File: config.mk
export PLATFORM = sky130hd
export DESIGN_NAME = incremental_pid_four_channel
export DESIGN_NICKNAME = d
export VERILOG_FILES = /design/src/ipid_pkg.sv /design/src/ipid_regs.sv /design/src/ipid_front.sv /design/src/ipid_fifo.sv /design/src/ipid_back.sv /design/src/incremental_pid_four_channel.sv
export SDC_FILE = /design/constraint.sdc
export NUM_CORES = 2
export LEC_CHECK = 0
export BUFFER_PORTS_ARGS = -buffer_cell sky130_fd_sc_hd__buf_2
export CAP_MARGIN = 40
export CORE_ASPECT_RATIO = 0.6
export CORE_UTILIZATION = 47
export DETAILED_ROUTE_END_ITERATION = 8
export PLACE_DENSITY = 0.65
export RECOVER_POWER = 100
export SLEW_MARGIN = 25
export SYNTH_ARGS = -nofsm -noshare
export SYNTH_HDL_FRONTEND = slang
export SYNTH_SLANG_ARGS = --single-unit
File: constraint.sdc
create_clock -name i_clk -period 15.3 [get_ports i_clk]
set_input_delay 0 -clock i_clk [delete_from_list [all_inputs] [get_ports i_clk]]
set_output_delay 0 -clock i_clk [all_outputs]
set_load 0.02 [all_outputs]
File: src/ipid_pkg.sv
// ============================================================================
// ipid_pkg: shared types and constants of the four-channel incremental PID
// Holds fixed-point widths, register codes, reset values, the queue entry
// and configuration bundle types, and the gain/setpoint lane selector.
// ============================================================================
package ipid_pkg;

    // Number of controller channels that hold state (1 to 4).
    localparam int CHANNELS = 4;

    // Field and arithmetic widths.
    localparam int CH_W       = 2;   // channel field
    localparam int VAL_W      = 16;  // Q8.8 values
    localparam int GAIN_W     = 16;  // Q4.12 gains
    localparam int ERR_W      = 17;  // Q9.8 errors
    localparam int DIFF_W     = 19;  // widest error combination e + e2 - 2*e1
    localparam int PROD_W     = GAIN_W + DIFF_W;       // exact product, Q.20
    localparam int FRAC_SHIFT = 12;                    // Q.20 down to Q8.8
    localparam int TERM_W     = PROD_W - FRAC_SHIFT;   // rounded term
    localparam int SUM_W      = TERM_W + 2;            // previous output plus three terms
    localparam int WORD_W     = 64;                    // packed register width
    localparam int ADDR_W     = 5;                     // four 64-bit registers

    // Input queue between the front and the back.
    localparam int FIFO_DEPTH = 4;
    localparam int FIFO_PTR_W = $clog2(FIFO_DEPTH);
    localparam int FIFO_CNT_W = $clog2(FIFO_DEPTH + 1);

    // Register indexes, as paddr[4:3].
    typedef enum logic [1:0] {
        REG_KP = 2'd0,
        REG_KI = 2'd1,
        REG_KD = 2'd2,
        REG_SP = 2'd3
    } t_reg_idx;

    // Reset values.
    localparam logic [WORD_W-1:0] KP_RESET = 64'h1000_1000_1000_1000;
    localparam logic [WORD_W-1:0] KI_RESET = 64'h0;
    localparam logic [WORD_W-1:0] KD_RESET = 64'h0;
    localparam logic [WORD_W-1:0] SP_RESET = 64'h0500_0500_0500_0500;
    localparam logic signed [VAL_W-1:0] PREV_RESET = 16'sd512;

    // Rounding offset for the Q.20 to Q8.8 step, and the output floor.
    localparam logic signed [PROD_W-1:0] ROUND_HALF = PROD_W'(2048);
    localparam logic signed [SUM_W-1:0]  OUT_MIN    = -SUM_W'(32768);

    // Configuration bundle seen by the datapath.
    typedef struct packed {
        logic [WORD_W-1:0] kp;
        logic [WORD_W-1:0] ki;
        logic [WORD_W-1:0] kd;
        logic [WORD_W-1:0] sp;
    } t_cfg;

    // One classified sample waiting for the back end.
    typedef struct packed {
        logic [CH_W-1:0]          ch;
        logic                     ch_ok;
        logic signed [ERR_W-1:0]  err;
        logic signed [VAL_W-1:0]  ceiling;
    } t_qentry;

    // Selects the 16-bit lane of a packed register for one channel.
    function automatic logic [15:0] lane16(input logic [WORD_W-1:0] word,
                                           input logic [CH_W-1:0] ch);
        return word[16*ch +: 16];
    endfunction

endpackage

File: src/ipid_regs.sv
// ============================================================================
// ipid_regs: configuration register bank
// Four 64-bit registers on an APB-style port: proportional, integral and
// derivative gains and setpoints, four 16-bit lanes each.
// ============================================================================
module ipid_regs (
    input  logic                         i_clk,
    input  logic                         i_rst_n,
    input  logic                         psel,
    input  logic                         penable,
    input  logic                         pwrite,
    input  logic [ipid_pkg::ADDR_W-1:0]  paddr,
    input  logic [ipid_pkg::WORD_W-1:0]  pwdata,
    output logic [ipid_pkg::WORD_W-1:0]  prdata,
    output logic                         pready,
    output ipid_pkg::t_cfg               o_cfg
);

    logic [ipid_pkg::WORD_W-1:0] r_kp;
    logic [ipid_pkg::WORD_W-1:0] r_ki;
    logic [ipid_pkg::WORD_W-1:0] r_kd;
    logic [ipid_pkg::WORD_W-1:0] r_sp;
    ipid_pkg::t_reg_idx          reg_idx;
    logic                        wr_en;

    assign reg_idx = ipid_pkg::t_reg_idx'(paddr[4:3]);
    assign wr_en   = psel & penable & pwrite;
    assign pready  = 1'b1;

    // Register writes complete in the access phase.
    always_ff @(posedge i_clk) begin
        if (!i_rst_n) begin
            r_kp <= ipid_pkg::KP_RESET;
            r_ki <= ipid_pkg::KI_RESET;
            r_kd <= ipid_pkg::KD_RESET;
            r_sp <= ipid_pkg::SP_RESET;
        end else if (wr_en) begin
            case (reg_idx)
                ipid_pkg::REG_KP: r_kp <= pwdata;
                ipid_pkg::REG_KI: r_ki <= pwdata;
                ipid_pkg::REG_KD: r_kd <= pwdata;
                ipid_pkg::REG_SP: r_sp <= pwdata;
                default: ;
            endcase
        end
    end

    // Read mux.
    always_comb begin
        case (reg_idx)
            ipid_pkg::REG_KP: prdata = r_kp;
            ipid_pkg::REG_KI: prdata = r_ki;
            ipid_pkg::REG_KD: prdata = r_kd;
            ipid_pkg::REG_SP: prdata = r_sp;
            default:          prdata = '0;
        endcase
    end

    assign o_cfg = '{kp: r_kp, ki: r_ki, kd: r_kd, sp: r_sp};

endmodule

File: src/ipid_front.sv
// ============================================================================
// ipid_front: sample intake
// Accepts a sample, checks its channel, forms the error against the
// channel's setpoint and hands the result to the queue.
// ============================================================================
module ipid_front (
    input  logic                               i_in_valid,
    input  logic [ipid_pkg::CH_W-1:0]          i_channel,
    input  logic signed [ipid_pkg::VAL_W-1:0]  i_measured,
    input  logic signed [ipid_pkg::VAL_W-1:0]  i_ceiling,
    input  logic [ipid_pkg::WORD_W-1:0]        i_setpoints,
    input  logic                               i_full,
    output logic                               o_push,
    output ipid_pkg::t_qentry                  o_entry
);

    logic signed [ipid_pkg::VAL_W-1:0] setpoint;
    logic signed [ipid_pkg::ERR_W-1:0] err;

    // Error in Q9.8: setpoint minus measured value, exact.
    assign setpoint = $signed(ipid_pkg::lane16(i_setpoints, i_channel));
    assign err = ipid_pkg::ERR_W'(setpoint) - ipid_pkg::ERR_W'(i_measured);

    assign o_push  = i_in_valid & ~i_full;
    assign o_entry = '{ch:      i_channel,
                       ch_ok:   (32'(i_channel) < ipid_pkg::CHANNELS),
                       err:     err,
                       ceiling: i_ceiling};

endmodule

File: src/ipid_fifo.sv
// ============================================================================
// ipid_fifo: queue between intake and arithmetic
// A small first-in first-out buffer of classified samples, so that each
// side can stall on its own.
// ============================================================================
module ipid_fifo (
    input  logic               i_clk,
    input  logic               i_rst_n,
    input  logic               i_push,
    input  ipid_pkg::t_qentry  i_entry,
    input  logic               i_pop,
    output ipid_pkg::t_qentry  o_head,
    output logic               o_empty,
    output logic               o_full
);

    ipid_pkg::t_qentry                 r_mem [ipid_pkg::FIFO_DEPTH];
    logic [ipid_pkg::FIFO_PTR_W-1:0]   r_wr_ptr;
    logic [ipid_pkg::FIFO_PTR_W-1:0]   r_rd_ptr;
    logic [ipid_pkg::FIFO_CNT_W-1:0]   r_count;
    logic                              do_push;
    logic                              do_pop;

    assign o_empty = (r_count == '0);
    assign o_full  = (r_count == ipid_pkg::FIFO_CNT_W'(ipid_pkg::FIFO_DEPTH));
    assign do_push = i_push & ~o_full;
    assign do_pop  = i_pop & ~o_empty;
    assign o_head  = r_mem[r_rd_ptr];

    // Pointers and fill level.
    always_ff @(posedge i_clk) begin
        if (!i_rst_n) begin
            r_wr_ptr <= '0;
            r_rd_ptr <= '0;
            r_count  <= '0;
        end else begin
            if (do_push) begin
                r_wr_ptr <= r_wr_ptr + 1'b1;
            end
            if (do_pop) begin
                r_rd_ptr <= r_rd_ptr + 1'b1;
            end
            case ({do_push, do_pop})
                2'b10:   r_count <= r_count + 1'b1;
                2'b01:   r_count <= r_count - 1'b1;
                default: r_count <= r_count;
            endcase
        end
    end

    // Entry storage.
    always_ff @(posedge i_clk) begin
        if (do_push) begin
            r_mem[r_wr_ptr] <= i_entry;
        end
    end

endmodule

File: src/ipid_back.sv
// ============================================================================
// ipid_back: PID arithmetic and per-channel state
// Multiply stage forms the three gain products from the channel's error
// history; the sum stage rounds, accumulates, clamps, updates the channel
// state and fills the output register.
// ============================================================================
module ipid_back (
    input  logic                                i_clk,
    input  logic                                i_rst_n,
    input  ipid_pkg::t_cfg                      i_cfg,
    input  ipid_pkg::t_qentry                   i_head,
    input  logic                                i_empty,
    output logic                                o_pop,
    output logic                                o_out_valid,
    input  logic                                i_out_stall,
    output logic signed [ipid_pkg::VAL_W-1:0]   o_drive,
    output logic [ipid_pkg::CH_W-1:0]           o_drive_channel,
    output logic                                o_clamped
);

    // Per-channel state.
    logic signed [ipid_pkg::VAL_W-1:0] r_prev [ipid_pkg::CHANNELS];
    logic signed [ipid_pkg::ERR_W-1:0] r_e1   [ipid_pkg::CHANNELS];
    logic signed [ipid_pkg::ERR_W-1:0] r_e2   [ipid_pkg::CHANNELS];

    // Multiply stage registers.
    logic                               r_m_valid;
    logic [ipid_pkg::CH_W-1:0]          r_m_ch;
    logic                               r_m_ok;
    logic signed [ipid_pkg::ERR_W-1:0]  r_m_err;
    logic signed [ipid_pkg::ERR_W-1:0]  r_m_e1;
    logic signed [ipid_pkg::VAL_W-1:0]  r_m_ceil;
    logic signed [ipid_pkg::PROD_W-1:0] r_m_pp;
    logic signed [ipid_pkg::PROD_W-1:0] r_m_pi;
    logic signed [ipid_pkg::PROD_W-1:0] r_m_pd;

    // Output register.
    logic                               r_o_valid;
    logic signed [ipid_pkg::VAL_W-1:0]  r_o_drive;
    logic [ipid_pkg::CH_W-1:0]          r_o_ch;
    logic                               r_o_clamped;

    // Handshake between the stages.
    logic o_adv;
    logic m_adv;
    logic m_free;
    logic hazard;

    // Multiply stage signals.
    logic signed [ipid_pkg::ERR_W-1:0]  e1_rd;
    logic signed [ipid_pkg::ERR_W-1:0]  e2_rd;
    logic signed [ipid_pkg::DIFF_W-1:0] e_x;
    logic signed [ipid_pkg::DIFF_W-1:0] e1_x;
    logic signed [ipid_pkg::DIFF_W-1:0] e2_x;
    logic signed [ipid_pkg::DIFF_W-1:0] d_p;
    logic signed [ipid_pkg::DIFF_W-1:0] d_d;
    logic signed [ipid_pkg::GAIN_W-1:0] g_p;
    logic signed [ipid_pkg::GAIN_W-1:0] g_i;
    logic signed [ipid_pkg::GAIN_W-1:0] g_d;
    logic signed [ipid_pkg::PROD_W-1:0] n_m_pp;
    logic signed [ipid_pkg::PROD_W-1:0] n_m_pi;
    logic signed [ipid_pkg::PROD_W-1:0] n_m_pd;

    // Sum stage signals.
    logic signed [ipid_pkg::PROD_W-1:0] rp_p;
    logic signed [ipid_pkg::PROD_W-1:0] rp_i;
    logic signed [ipid_pkg::PROD_W-1:0] rp_d;
    logic signed [ipid_pkg::TERM_W-1:0] t_p;
    logic signed [ipid_pkg::TERM_W-1:0] t_i;
    logic signed [ipid_pkg::TERM_W-1:0] t_d;
    logic signed [ipid_pkg::VAL_W-1:0]  prev_rd;
    logic signed [ipid_pkg::SUM_W-1:0]  sum;
    logic signed [ipid_pkg::SUM_W-1:0]  ceil_x;
    logic                               clamp_hi;
    logic                               clamp_lo;
    logic signed [ipid_pkg::VAL_W-1:0]  n_drive;
    logic                               n_clamped;
    logic signed [ipid_pkg::ERR_W-1:0]  n_kept_err;

    // A sample waits while the one ahead of it in the multiply
    // stage is for the same channel, since that one's state is not yet written.
    assign o_adv  = ~r_o_valid | ~i_out_stall;
    assign m_adv  = r_m_valid & o_adv;
    assign m_free = ~r_m_valid | o_adv;
    assign hazard = r_m_valid & (r_m_ch == i_head.ch);
    assign o_pop  = ~i_empty & m_free & ~hazard;

    // Error history and the three multiplier operands.
    always_comb begin
        e1_rd = '0;
        e2_rd = '0;
        if (i_head.ch_ok) begin
            e1_rd = r_e1[i_head.ch];
            e2_rd = r_e2[i_head.ch];
        end
        e_x  = ipid_pkg::DIFF_W'(i_head.err);
        e1_x = ipid_pkg::DIFF_W'(e1_rd);
        e2_x = ipid_pkg::DIFF_W'(e2_rd);
        d_p  = e_x - e1_x;
        d_d  = e_x + e2_x - (e1_x <<< 1);
        g_p  = $signed(ipid_pkg::lane16(i_cfg.kp, i_head.ch));
        g_i  = $signed(ipid_pkg::lane16(i_cfg.ki, i_head.ch));
        g_d  = $signed(ipid_pkg::lane16(i_cfg.kd, i_head.ch));
        n_m_pp = ipid_pkg::PROD_W'(g_p) * ipid_pkg::PROD_W'(d_p);
        n_m_pi = ipid_pkg::PROD_W'(g_i) * ipid_pkg::PROD_W'(e_x);
        n_m_pd = ipid_pkg::PROD_W'(g_d) * ipid_pkg::PROD_W'(d_d);
    end

    // Round each product half up to Q8.8, accumulate and clamp.
    always_comb begin
        rp_p = r_m_pp + ipid_pkg::ROUND_HALF;
        rp_i = r_m_pi + ipid_pkg::ROUND_HALF;
        rp_d = r_m_pd + ipid_pkg::ROUND_HALF;
        t_p  = $signed(rp_p[ipid_pkg::PROD_W-1:ipid_pkg::FRAC_SHIFT]);
        t_i  = $signed(rp_i[ipid_pkg::PROD_W-1:ipid_pkg::FRAC_SHIFT]);
        t_d  = $signed(rp_d[ipid_pkg::PROD_W-1:ipid_pkg::FRAC_SHIFT]);
        prev_rd = r_m_ok ? r_prev[r_m_ch] : '0;
        sum = ipid_pkg::SUM_W'(prev_rd) + ipid_pkg::SUM_W'(t_p)
            + ipid_pkg::SUM_W'(t_i) + ipid_pkg::SUM_W'(t_d);
        ceil_x   = ipid_pkg::SUM_W'(r_m_ceil);
        clamp_hi = (sum >= ceil_x);
        clamp_lo = (sum < ipid_pkg::OUT_MIN);
        n_kept_err = r_m_err;
        if (!r_m_ok) begin
            n_drive   = '0;
            n_clamped = 1'b0;
        end else if (clamp_hi) begin
            n_drive    = r_m_ceil;
            n_clamped  = 1'b1;
            n_kept_err = '0;
        end else if (clamp_lo) begin
            n_drive   = ipid_pkg::OUT_MIN[ipid_pkg::VAL_W-1:0];
            n_clamped = 1'b1;
        end else begin
            n_drive   = sum[ipid_pkg::VAL_W-1:0];
            n_clamped = 1'b0;
        end
    end

    // Control state and per-channel history.
    always_ff @(posedge i_clk) begin
        if (!i_rst_n) begin
            r_m_valid <= 1'b0;
            r_o_valid <= 1'b0;
            for (int i = 0; i < ipid_pkg::CHANNELS; i++) begin
                r_prev[i] <= ipid_pkg::PREV_RESET;
                r_e1[i]   <= '0;
                r_e2[i]   <= '0;
            end
        end else begin
            if (m_free) begin
                r_m_valid <= o_pop;
            end
            if (o_adv) begin
                r_o_valid <= r_m_valid;
            end
            if (m_adv && r_m_ok) begin
                r_prev[r_m_ch] <= n_drive;
                r_e1[r_m_ch]   <= n_kept_err;
                r_e2[r_m_ch]   <= r_m_e1;
            end
        end
    end

    // Stage payloads.
    always_ff @(posedge i_clk) begin
        if (o_pop) begin
            r_m_ch   <= i_head.ch;
            r_m_ok   <= i_head.ch_ok;
            r_m_err  <= i_head.err;
            r_m_e1   <= e1_rd;
            r_m_ceil <= i_head.ceiling;
            r_m_pp   <= n_m_pp;
            r_m_pi   <= n_m_pi;
            r_m_pd   <= n_m_pd;
        end
        if (m_adv) begin
            r_o_drive   <= n_drive;
            r_o_ch      <= r_m_ch;
            r_o_clamped <= n_clamped;
        end
    end

    assign o_out_valid     = r_o_valid;
    assign o_drive         = r_o_drive;
    assign o_drive_channel = r_o_ch;
    assign o_clamped       = r_o_clamped;

    // A result for a present channel becomes that channel's previous output.
    a_prev_follows_drive: assert property (@(posedge i_clk) disable iff (!i_rst_n)
        (m_adv && r_m_ok) |=> (r_prev[r_o_ch] == r_o_drive))
        else $error("stored output differs from delivered drive");

    // Hitting the ceiling clears the stored error.
    a_ceiling_clears_error: assert property (@(posedge i_clk) disable iff (!i_rst_n)
        (m_adv && r_m_ok && clamp_hi) |=> (r_e1[r_o_ch] == '0))
        else $error("error not cleared after ceiling clamp");

    // The error two back takes the error one back used by this sample.
    a_history_shift: assert property (@(posedge i_clk) disable iff (!i_rst_n)
        (m_adv && r_m_ok) |=> (r_e2[r_o_ch] == $past(r_m_e1)))
        else $error("error history not shifted");

    // The channel of a sample held in the multiply stage does not change while it waits.
    a_no_same_channel_overlap: assert property (@(posedge i_clk) disable iff (!i_rst_n)
        (r_m_valid && !m_adv) |=> (r_m_ch == $past(r_m_ch)))
        else $error("multiply stage overwritten while held");

endmodule

File: src/incremental_pid_four_channel.sv
// ============================================================================
// incremental_pid_four_channel: four-channel velocity-form PID controller
// Top level: configuration registers, sample intake, queue and arithmetic.
// ============================================================================
// Each sample names a channel and brings a measured value and an output
// ceiling, all signed Q8.8; the block returns one result per sample, in order,
// with the channel's new drive and a clamp flag. A new sample is taken every
// cycle while the queue has room, and results come out every cycle while the
// result side does not stall. Two samples back to back for the same channel
// do not overlap: the second waits in the queue until the first has written
// its channel's error history in the sum stage. A four-entry queue sits between
// intake and arithmetic, and an output register separates the result side, so
// either channel can stall without stopping the other at once. The user must
// write gains and setpoints, at byte addresses 0, 8, 16 and 24 of the APB-style
// port, only while no sample is in flight; the block does not enforce this.
module incremental_pid_four_channel (
    input  logic                                i_clk,
    input  logic                                i_rst_n,
    // Sample channel
    input  logic                                i_in_valid,
    output logic                                o_in_stall,
    input  logic [ipid_pkg::CH_W-1:0]           i_channel,
    input  logic signed [ipid_pkg::VAL_W-1:0]   i_measured,
    input  logic signed [ipid_pkg::VAL_W-1:0]   i_ceiling,
    // Result channel
    output logic                                o_out_valid,
    input  logic                                i_out_stall,
    output logic signed [ipid_pkg::VAL_W-1:0]   o_drive,
    output logic [ipid_pkg::CH_W-1:0]           o_drive_channel,
    output logic                                o_clamped,
    // Configuration port
    input  logic                                psel,
    input  logic                                penable,
    input  logic                                pwrite,
    input  logic [ipid_pkg::ADDR_W-1:0]         paddr,
    input  logic [ipid_pkg::WORD_W-1:0]         pwdata,
    output logic [ipid_pkg::WORD_W-1:0]         prdata,
    output logic                                pready
);

    ipid_pkg::t_cfg    cfg;
    ipid_pkg::t_qentry entry;
    ipid_pkg::t_qentry head;
    logic              push;
    logic              pop;
    logic              empty;
    logic              full;

    // Configuration registers.
    ipid_regs u_regs (
        .i_clk   (i_clk),
        .i_rst_n (i_rst_n),
        .psel    (psel),
        .penable (penable),
        .pwrite  (pwrite),
        .paddr   (paddr),
        .pwdata  (pwdata),
        .prdata  (prdata),
        .pready  (pready),
        .o_cfg   (cfg)
    );

    // Intake and error formation.
    ipid_front u_front (
        .i_in_valid  (i_in_valid),
        .i_channel   (i_channel),
        .i_measured  (i_measured),
        .i_ceiling   (i_ceiling),
        .i_setpoints (cfg.sp),
        .i_full      (full),
        .o_push      (push),
        .o_entry     (entry)
    );

    assign o_in_stall = full;

    // Queue between intake and arithmetic.
    ipid_fifo u_fifo (
        .i_clk   (i_clk),
        .i_rst_n (i_rst_n),
        .i_push  (push),
        .i_entry (entry),
        .i_pop   (pop),
        .o_head  (head),
        .o_empty (empty),
        .o_full  (full)
    );

    // Arithmetic, channel state and output register.
    ipid_back u_back (
        .i_clk           (i_clk),
        .i_rst_n         (i_rst_n),
        .i_cfg           (cfg),
        .i_head          (head),
        .i_empty         (empty),
        .o_pop           (pop),
        .o_out_valid     (o_out_valid),
        .i_out_stall     (i_out_stall),
        .o_drive         (o_drive),
        .o_drive_channel (o_drive_channel),
        .o_clamped       (o_clamped)
    );

endmodule

; ---- After elaboration in Yosys (flattened, before gate mapping)
; Memory sizes are Yosys's and may differ from the RTL's. A register that Yosys moved wholly into a read port is not among the register bits.
; Cells that the tools add are included.
[totals]
memories = 4
register_bits = 442
inputBits = 110
elab_cells = 112
out_inout_bits = 86
ram_bits = 340
[mem_list]
columns = memory, depth, word_bits, rd, rd_clocked_by_memory_dff, wr, line_no
row1 = u_fifo.r_mem, 4, 35, 1, 1, 1, ipid_fifo.sv:17  ; ipid_pkg::t_qentry r_mem [ipid_pkg::FIFO_DEPTH];
row2 = u_back.r_e1, 4, 17, 1, 0, 4, ipid_back.sv:23  ; logic signed [ipid_pkg::ERR_W-1:0] r_e1 [ipid_pkg::CHANNELS];
row3 = u_back.r_e2, 4, 17, 1, 0, 4, ipid_back.sv:24  ; logic signed [ipid_pkg::ERR_W-1:0] r_e2 [ipid_pkg::CHANNELS];
row4 = u_back.r_prev, 4, 16, 1, 1, 4, ipid_back.sv:22  ; logic signed [ipid_pkg::VAL_W-1:0] r_prev [ipid_pkg::CHANNELS];
[classes]
n_shift = 4
order_cmp = 2
eq_ne = 7
mux = 30
n_bitwise = 17
multipliers = 3
reduce_logical = 11
n_addsub = 14
[ops]
columns = operator, count
row1 = 64-bit case mux with 4 select lines, 1
row2 = 64-bit by 7-bit indexed part select with 16-bit output, 4
row3 = "35-bit by 13-bit adder with 35-bit output, second input constant", 3
row4 = 17-bit two-way mux, 6
row5 = 16-bit two-way mux, 5
row6 = 16-bit by 19-bit multiplier with 35-bit output, 1
row7 = 16-bit by 18-bit multiplier with 34-bit output, 1
row8 = 17-bit OR reduction, 2
row9 = 16-bit by 17-bit multiplier with 33-bit output, 1
row10 = 24-bit by 23-bit adder with 25-bit output, 1
row11 = 25-bit by 23-bit adder with 25-bit output, 1
row12 = 25-bit by 16-bit >= comparator with 1-bit output, 1
row13 = "25-bit by 16-bit less-than comparator with 1-bit output, second input constant", 1
row14 = 16-bit by 23-bit adder with 24-bit output, 1
row15 = 18-bit by 18-bit subtractor with 19-bit output, 1
row16 = 17-bit by 17-bit adder with 18-bit output, 1
row17 = 17-bit by 17-bit subtractor with 18-bit output, 1
row18 = 16-bit by 16-bit subtractor with 17-bit output, 1
row19 = 16-bit OR reduction, 1
row20 = 2-bit two-way mux, 6
row21 = 1-bit two-way mux, 11
row22 = 1-bit bitwise AND, 9
row23 = 2-bit AND reduction, 4
row24 = "2-bit equality test, second input constant", 3
row25 = other kinds (13), 21

; ---- Depth between registers and ports, before layout
[logic_depth]
word_depth = 9
ltp_mapped = 46
ltp_nobuf = 43

; ---- Hierarchy
; A second synthesis with hierarchy kept.
[unflattened]
hier_cells = 6523
hier_area_um2 = 69832.0
[modules_own_cells]
columns = module, n_inst, cells_each, area_each_um2, seq_area_each_um2
row1 = ipid_back, 1, 5112, 51669.6, 10319.9
row2 = ipid_regs, 1, 995, 10979.3, 5124.9
row3 = ipid_fifo, 1, 242, 5720.5, 4504.3
row4 = ipid_front, 1, 174, 1462.7, 0.0

; ---- Worst setup path after synthesis
; No wires, ideal clock.
[synth_timing]
kind = register -> register
startpoint = register (tool-made name)
endpoint = register u_back.r_m_pd[34] (netlist name) (data pin)
t_arrival_ns = 11.075
path_slack_ns = 3.965
setup_time_ns = 0.260
required_ns = 15.040
path_buffers = 7
stages_incl_launch_ff = 45
synth_period_minus_slack_ns = 11.335
cell_sequence = dfxtp_1 buf_6 mux4_2 buf_6 buf_6 clkbuf_1 buf_2 buf_1 mux4_2 ha_1 o21bai_1 ha_1 nor2b_1 o21ai_0 a21boi_0 o21ai_0 a21oi_1 a211oi_1 (+9 left out) inv_1 fa_1 fa_1 inv_1 fa_1 inv_1 ha_1 a21oi_1 nor2b_1 o21ai_0 a21oi_1 nor4_1 a21oi_2 a221oi_2 nor3_1 or3_1 a21oi_2 xnor2_1
[synth_rtl]
columns = item, line_no
row1 = "end signal, assigned", ipid_back.sv:175  ; r_m_pd <= n_m_pd;
row2 = "end, declared", ipid_back.sv:35  ; logic signed [ipid_pkg::PROD_W-1:0] r_m_pd;

==> impl_metrics.sql <==
INSERT INTO impl_metrics (metric_group, metric, value, unit) VALUES
('run_status', 'status', 'complete, but fails checks', ''),
('run_status', 'violations_in_the_final_reports', 'capacitance limit, slew limit', ''),
('final_layout', 'final.fill_count', '12800', ''),
('setup_path', 'setup.reg_to_reg.worst_slack', '1.51', 'ns'),
('global_routing', 'gr-total-overflow', '0', ''),
('final_layout', 'fraction_of_layout_cells_with_a_size_suffix_above_1', '7.64', '%'),
('route', 'detail_route.wirelength', '213000', 'um'),
('timing', 'slew_violations', '1185', ''),
('synth', 'yosys_most_used_dff', 'edfxtp_1', ''),
('hold_path', 'worst_hold_path_type', 'input port to flop', ''),
('timing', 'final.min_clock_period', '13.79', 'ns'),
('final_layout', 'final_util', '52.2', '%'),
('route', 'vias', '50300', ''),
('floorplanning', 'die_height', '299', 'um'),
('route', 'wire_per_inst', '23.9', 'um'),
('global_routing', 'grt_start_max_net_pins', '100', ''),
('timing', 'highest_clock_frequency_the_design_can_meet', '0.0725', 'GHz'),
('global_routing', 'grt_antenna_before_repair', '15', ''),
('clock_network', 'cts_made_buffers', '75', ''),
('synth', 'asyncSetResetFlopFracSynth', '0', '%'),
('global_routing', 'grt_pass1_vias', '50000', ''),
('setup_path', 'critical_path.startpoint_type', 'flop', ''),
('clock_network', 'clk_pin_slew_worst_setup_hold_paths', '0.07', 'ns'),
('floorplanning', 'fp.dieW', '498', 'um'),
('clock_network', 'worstSkewPairLatency', '0.73', 'ns'),
('floorplanning', 'num_rows', '108', ''),
('synth', 'syn-instance-count', '6708', ''),
('global_routing', 'grt_first_pass_wirelength', '319000', 'um'),
('synth', 'syn-num-nets', '8101', ''),
('synth', 'synth_warnings', '0', ''),
('place', 'port_buffers', '191', ''),
('route', 'remaining_drc_errors', '0', ''),
('setup_path', 'worst-endpoint-arrival', '14.23', 'ns'),
('floorplanning', 'io_pins', '196', ''),
('timing', 'finalSetupViolCount', '0', ''),
('setup_path', 'critPathRequiredTime', '15.74', 'ns'),
('route', 'drt-initial-drc-count', '5921', ''),
('global_routing', 'gr-usage-all-layers', '28.7', '%'),
('setup_path', 'path_class', 'flop to flop', ''),
('timing', 'final-hold-violation-count', '0', ''),
('synth', 'mapped_cell_area', '69300', 'um2'),
('timing', 'worstMarginPinSlew', '3.49', 'ns'),
('synth', 'post_synthesis_cell_type_count', '91', ''),
('hold_path', 'timing.hold.worst.start', 'psel', ''),
('clock_network', 'buffer_levels_on_the_longest_clock_path', '3', ''),
('timing', 'rsz_0062_raised_after_global_routing', 'no', ''),
('synth', 'synth.ff_latch_count', '749', ''),
('place', 'place_hpwl', '165000', 'um'),
('floorplanning', 'initial_utilization', '47.6', '%'),
('floorplanning', 'floorplan.die_area', '149000', 'um2'),
('synth', 'synth_enable_flop_cells', '480', ''),
('hold_path', 'hold_worst_path_end', 'u_regs.r_sp[47]', ''),
('clock_network', 'clock_sink_count', '749', ''),
('timing', 'fin_skew', '0.0672', 'ns'),
('timing', 'min_period_over_period', '90.1', '%'),
('hold_path', 'timing.hold.worst_path_depth', '5', ''),
('setup_path', 'reg2reg_depth', '27', ''),
('clock_network', 'cts-htree-levels', '3', ''),
('clock_network', 'clk_root_buffer_cell', 'clkbuf_16', ''),
('timing', 'worst_hold_slack', '0.0474', 'ns'),
('route', 'antenna_violating_nets_post_route', '0', ''),
('flow_run', 'maxCapViolations', '35', ''),
('route', 'vias_per_cell', '5.63', ''),
('setup_path', 'regToRegEndpoint', 'u_back.r_m_pp[33]', ''),
('final_layout', 'layout.nets', '8332', ''),
('synth', 'yosysSeqAreaShare', '28.6', '%'),
('synth', 'post_synth.cell_area_avg', '10.3', 'um2'),
('clock_network', 'clock_tree_from_tritoncts', 'yes', ''),
('place', 'gpl.final_weighted_congestion', '0.959', ''),
('setup_path', 'worst-path-max-fanout', '28', ''),
('floorplanning', 'area_inside_the_core_boundary', '145000', 'um2'),
('timing', 'fin_tns_setup', '0', 'ns'),
('timing', 'slew_headroom', '-133', '%'),
('route', 'total_iterations_of_the_first_detailed_routing_run', '7', ''),
('final_layout', 'syn_to_final_growth', '9.59', '%'),
('setup_path', 'endpoint_kind_of_the_worst_setup_timing_path', 'flop', '');
==> placed cells by master (no fill, tap or decap), types with 90 or more instances in the layout <==
master            n
ha_1            359
clkbuf_1        177
a21boi_0        253
and3_1           97
fa_1            924
dfxtp_1         268
buf_2            90
dlygate4sd3_1   102
edfxtp_1        480
mux2i_1          97
and2_1          121
xnor2_1         171
nor2_1          398
a21oi_1         115
inv_1          1109
nand2_1        1074
mux4_2          169
==> through the flow <==
| stage | instance area, um2 | std cells | worst slack, ns |
|---|---|---|---|
| 2_1_floorplan | 69300 | 6708 | 3.97 |
| 4_1_cts | 76300 | 8910 | 2.72 |
| 5_1_grt | 75900 | 8926 | 0.956 |
| 3_5_place_dp | 72800 | 8669 | 2.79 |
| 3_3_place_gp | 72400 | 8642 | 2.94 |
| 6_report | 75900 | 8933 | 1.51 |
==> Yosys cell counts (16+ instances only) <==
cell type / n / share of area [%]
inv_1: 1109 / 6.0
a21oi_1: 116 / 0.84
nor2_1: 398 / 2.2
mux4_2: 169 / 5.5
a21o_1: 71 / 0.77
and3_1: 97 / 0.88
mux2i_1: 97 / 1.4
nor3_1: 68 / 0.49
o21a_1: 16 / 0.17
nand2_1: 1074 / 5.8
ha_1: 359 / 6.5
xnor2_1: 174 / 2.2
clkbuf_1: 226 / 1.2
nand3_1: 66 / 0.48
edfxtp_1: 480 / 21
nand4_1: 35 / 0.32
nor2b_1: 79 / 0.71
xor2_1: 79 / 1.0
nand2b_1: 47 / 0.42
mux2_2: 40 / 0.65
fa_1: 924 / 27
dfxtp_1: 269 / 7.8
buf_1: 36 / 0.20
a21boi_0: 253 / 2.7
and2_1: 167 / 1.5
o21bai_1: 16 / 0.17
o21ai_0: 54 / 0.39
==> cells by family (layout without fill, tap and decap cells) <==
| group | Yosys count | after routing | synth area share [%] |
|---|---|---|---|
| XOR/XNOR | 253 | 253 | 3.20 |
| flip-flops | 749 | 749 | 28.6 |
| multiplexers | 308 | 308 | 7.60 |
| adder cells (fa/ha/maj) | 1283 | 1283 | 33.2 |
| other | 1 | 8 | 0.00541 |
| AND/OR/NAND/NOR | 2080 | 2080 | 13.3 |
| AO/OA/AOI/OAI | 640 | 640 | 6.49 |
| buffers and inverters | 1394 | 1687 | 7.63 |
==> sequential cells by signal, indices dropped and copies added (netlist names), 23 cells and up, named ones only <==
signal and flops:
u_back.r_e2 68, u_regs.r_ki 64, u_back.r_m_pp 23, u_fifo.r_mem 140
u_back.r_m_pd 24, u_regs.r_kp 64, u_regs.r_kd 64, u_back.r_e1 68
u_regs.r_sp 64, u_back.r_prev 64
==> worst max-delay path, stage by stage (launching register included) <==
cell and delay, ns:
dfxtp_1 1.31, buf_4 0.51, mux4_2 0.91, clkbuf_1 1.28, clkbuf_1 1.75, mux2i_1 0.54, nand2_1 0.27, nand2_1 0.57
nor2_1 0.16, fa_1 0.60, inv_1 0.07, fa_1 0.44, fa_1 0.59, fa_1 0.47, fa_1 0.49, inv_1 0.05
fa_1 0.44, ha_1 0.44, nand3_1 0.15, or3b_2 0.55, or3_1 0.33, o21ai_0 0.09, a31oi_1 0.16, o21ai_1 0.34
o21ai_1 0.14, o21ai_1 0.25, a21oi_1 0.12, xnor2_1 0.36
==> per-layer routing <==
metal  track usage [%]  share of wire, %
met1              43.8                44
met2              37.8                38
met3              11.7                16
met4              5.60               2.0
met5                 0             0.023
==> final cells by class <==
type	instances	area (um2)	share of cell area, %
inverter	1116	4190	5.52
antenna	7	17.5	0.0231
tap	1925	2410	3.17
sequential	749	19800	26.1
timing repair buffer	432	2790	3.67
clock buffer	98	1970	2.60
clock inverter	41	527	0.694
multi-input combinational	4565	44200	58.2
==> worst max path at each step <==
stage	start	endpoint	slack [ns]	depth (start not counted)
6_report	flop	u_back.r_m_pp[33]	1.51	27
5_1_grt	flop	u_back.r_m_pd[32]	0.96	38
4_1_cts	flop	u_back.r_m_pd[34]	2.72	34
3_5_place_dp	flop	u_back.r_m_pd[34]	2.79	36
3_3_place_gp	flop	u_back.r_m_pd[34]	2.94	38
2_1_floorplan	flop	u_back.r_m_pd[34]	3.97	44
==> repair_timing <==
item,CTS,global route
setup buffers,0,0
gates resized for setup,0,0
hold buffers,102,0
hold endpoints to repair,404,0
Power is not shown: default switching activity piles up to over one toggle a cycle in this logic, so the estimate is an artifact.
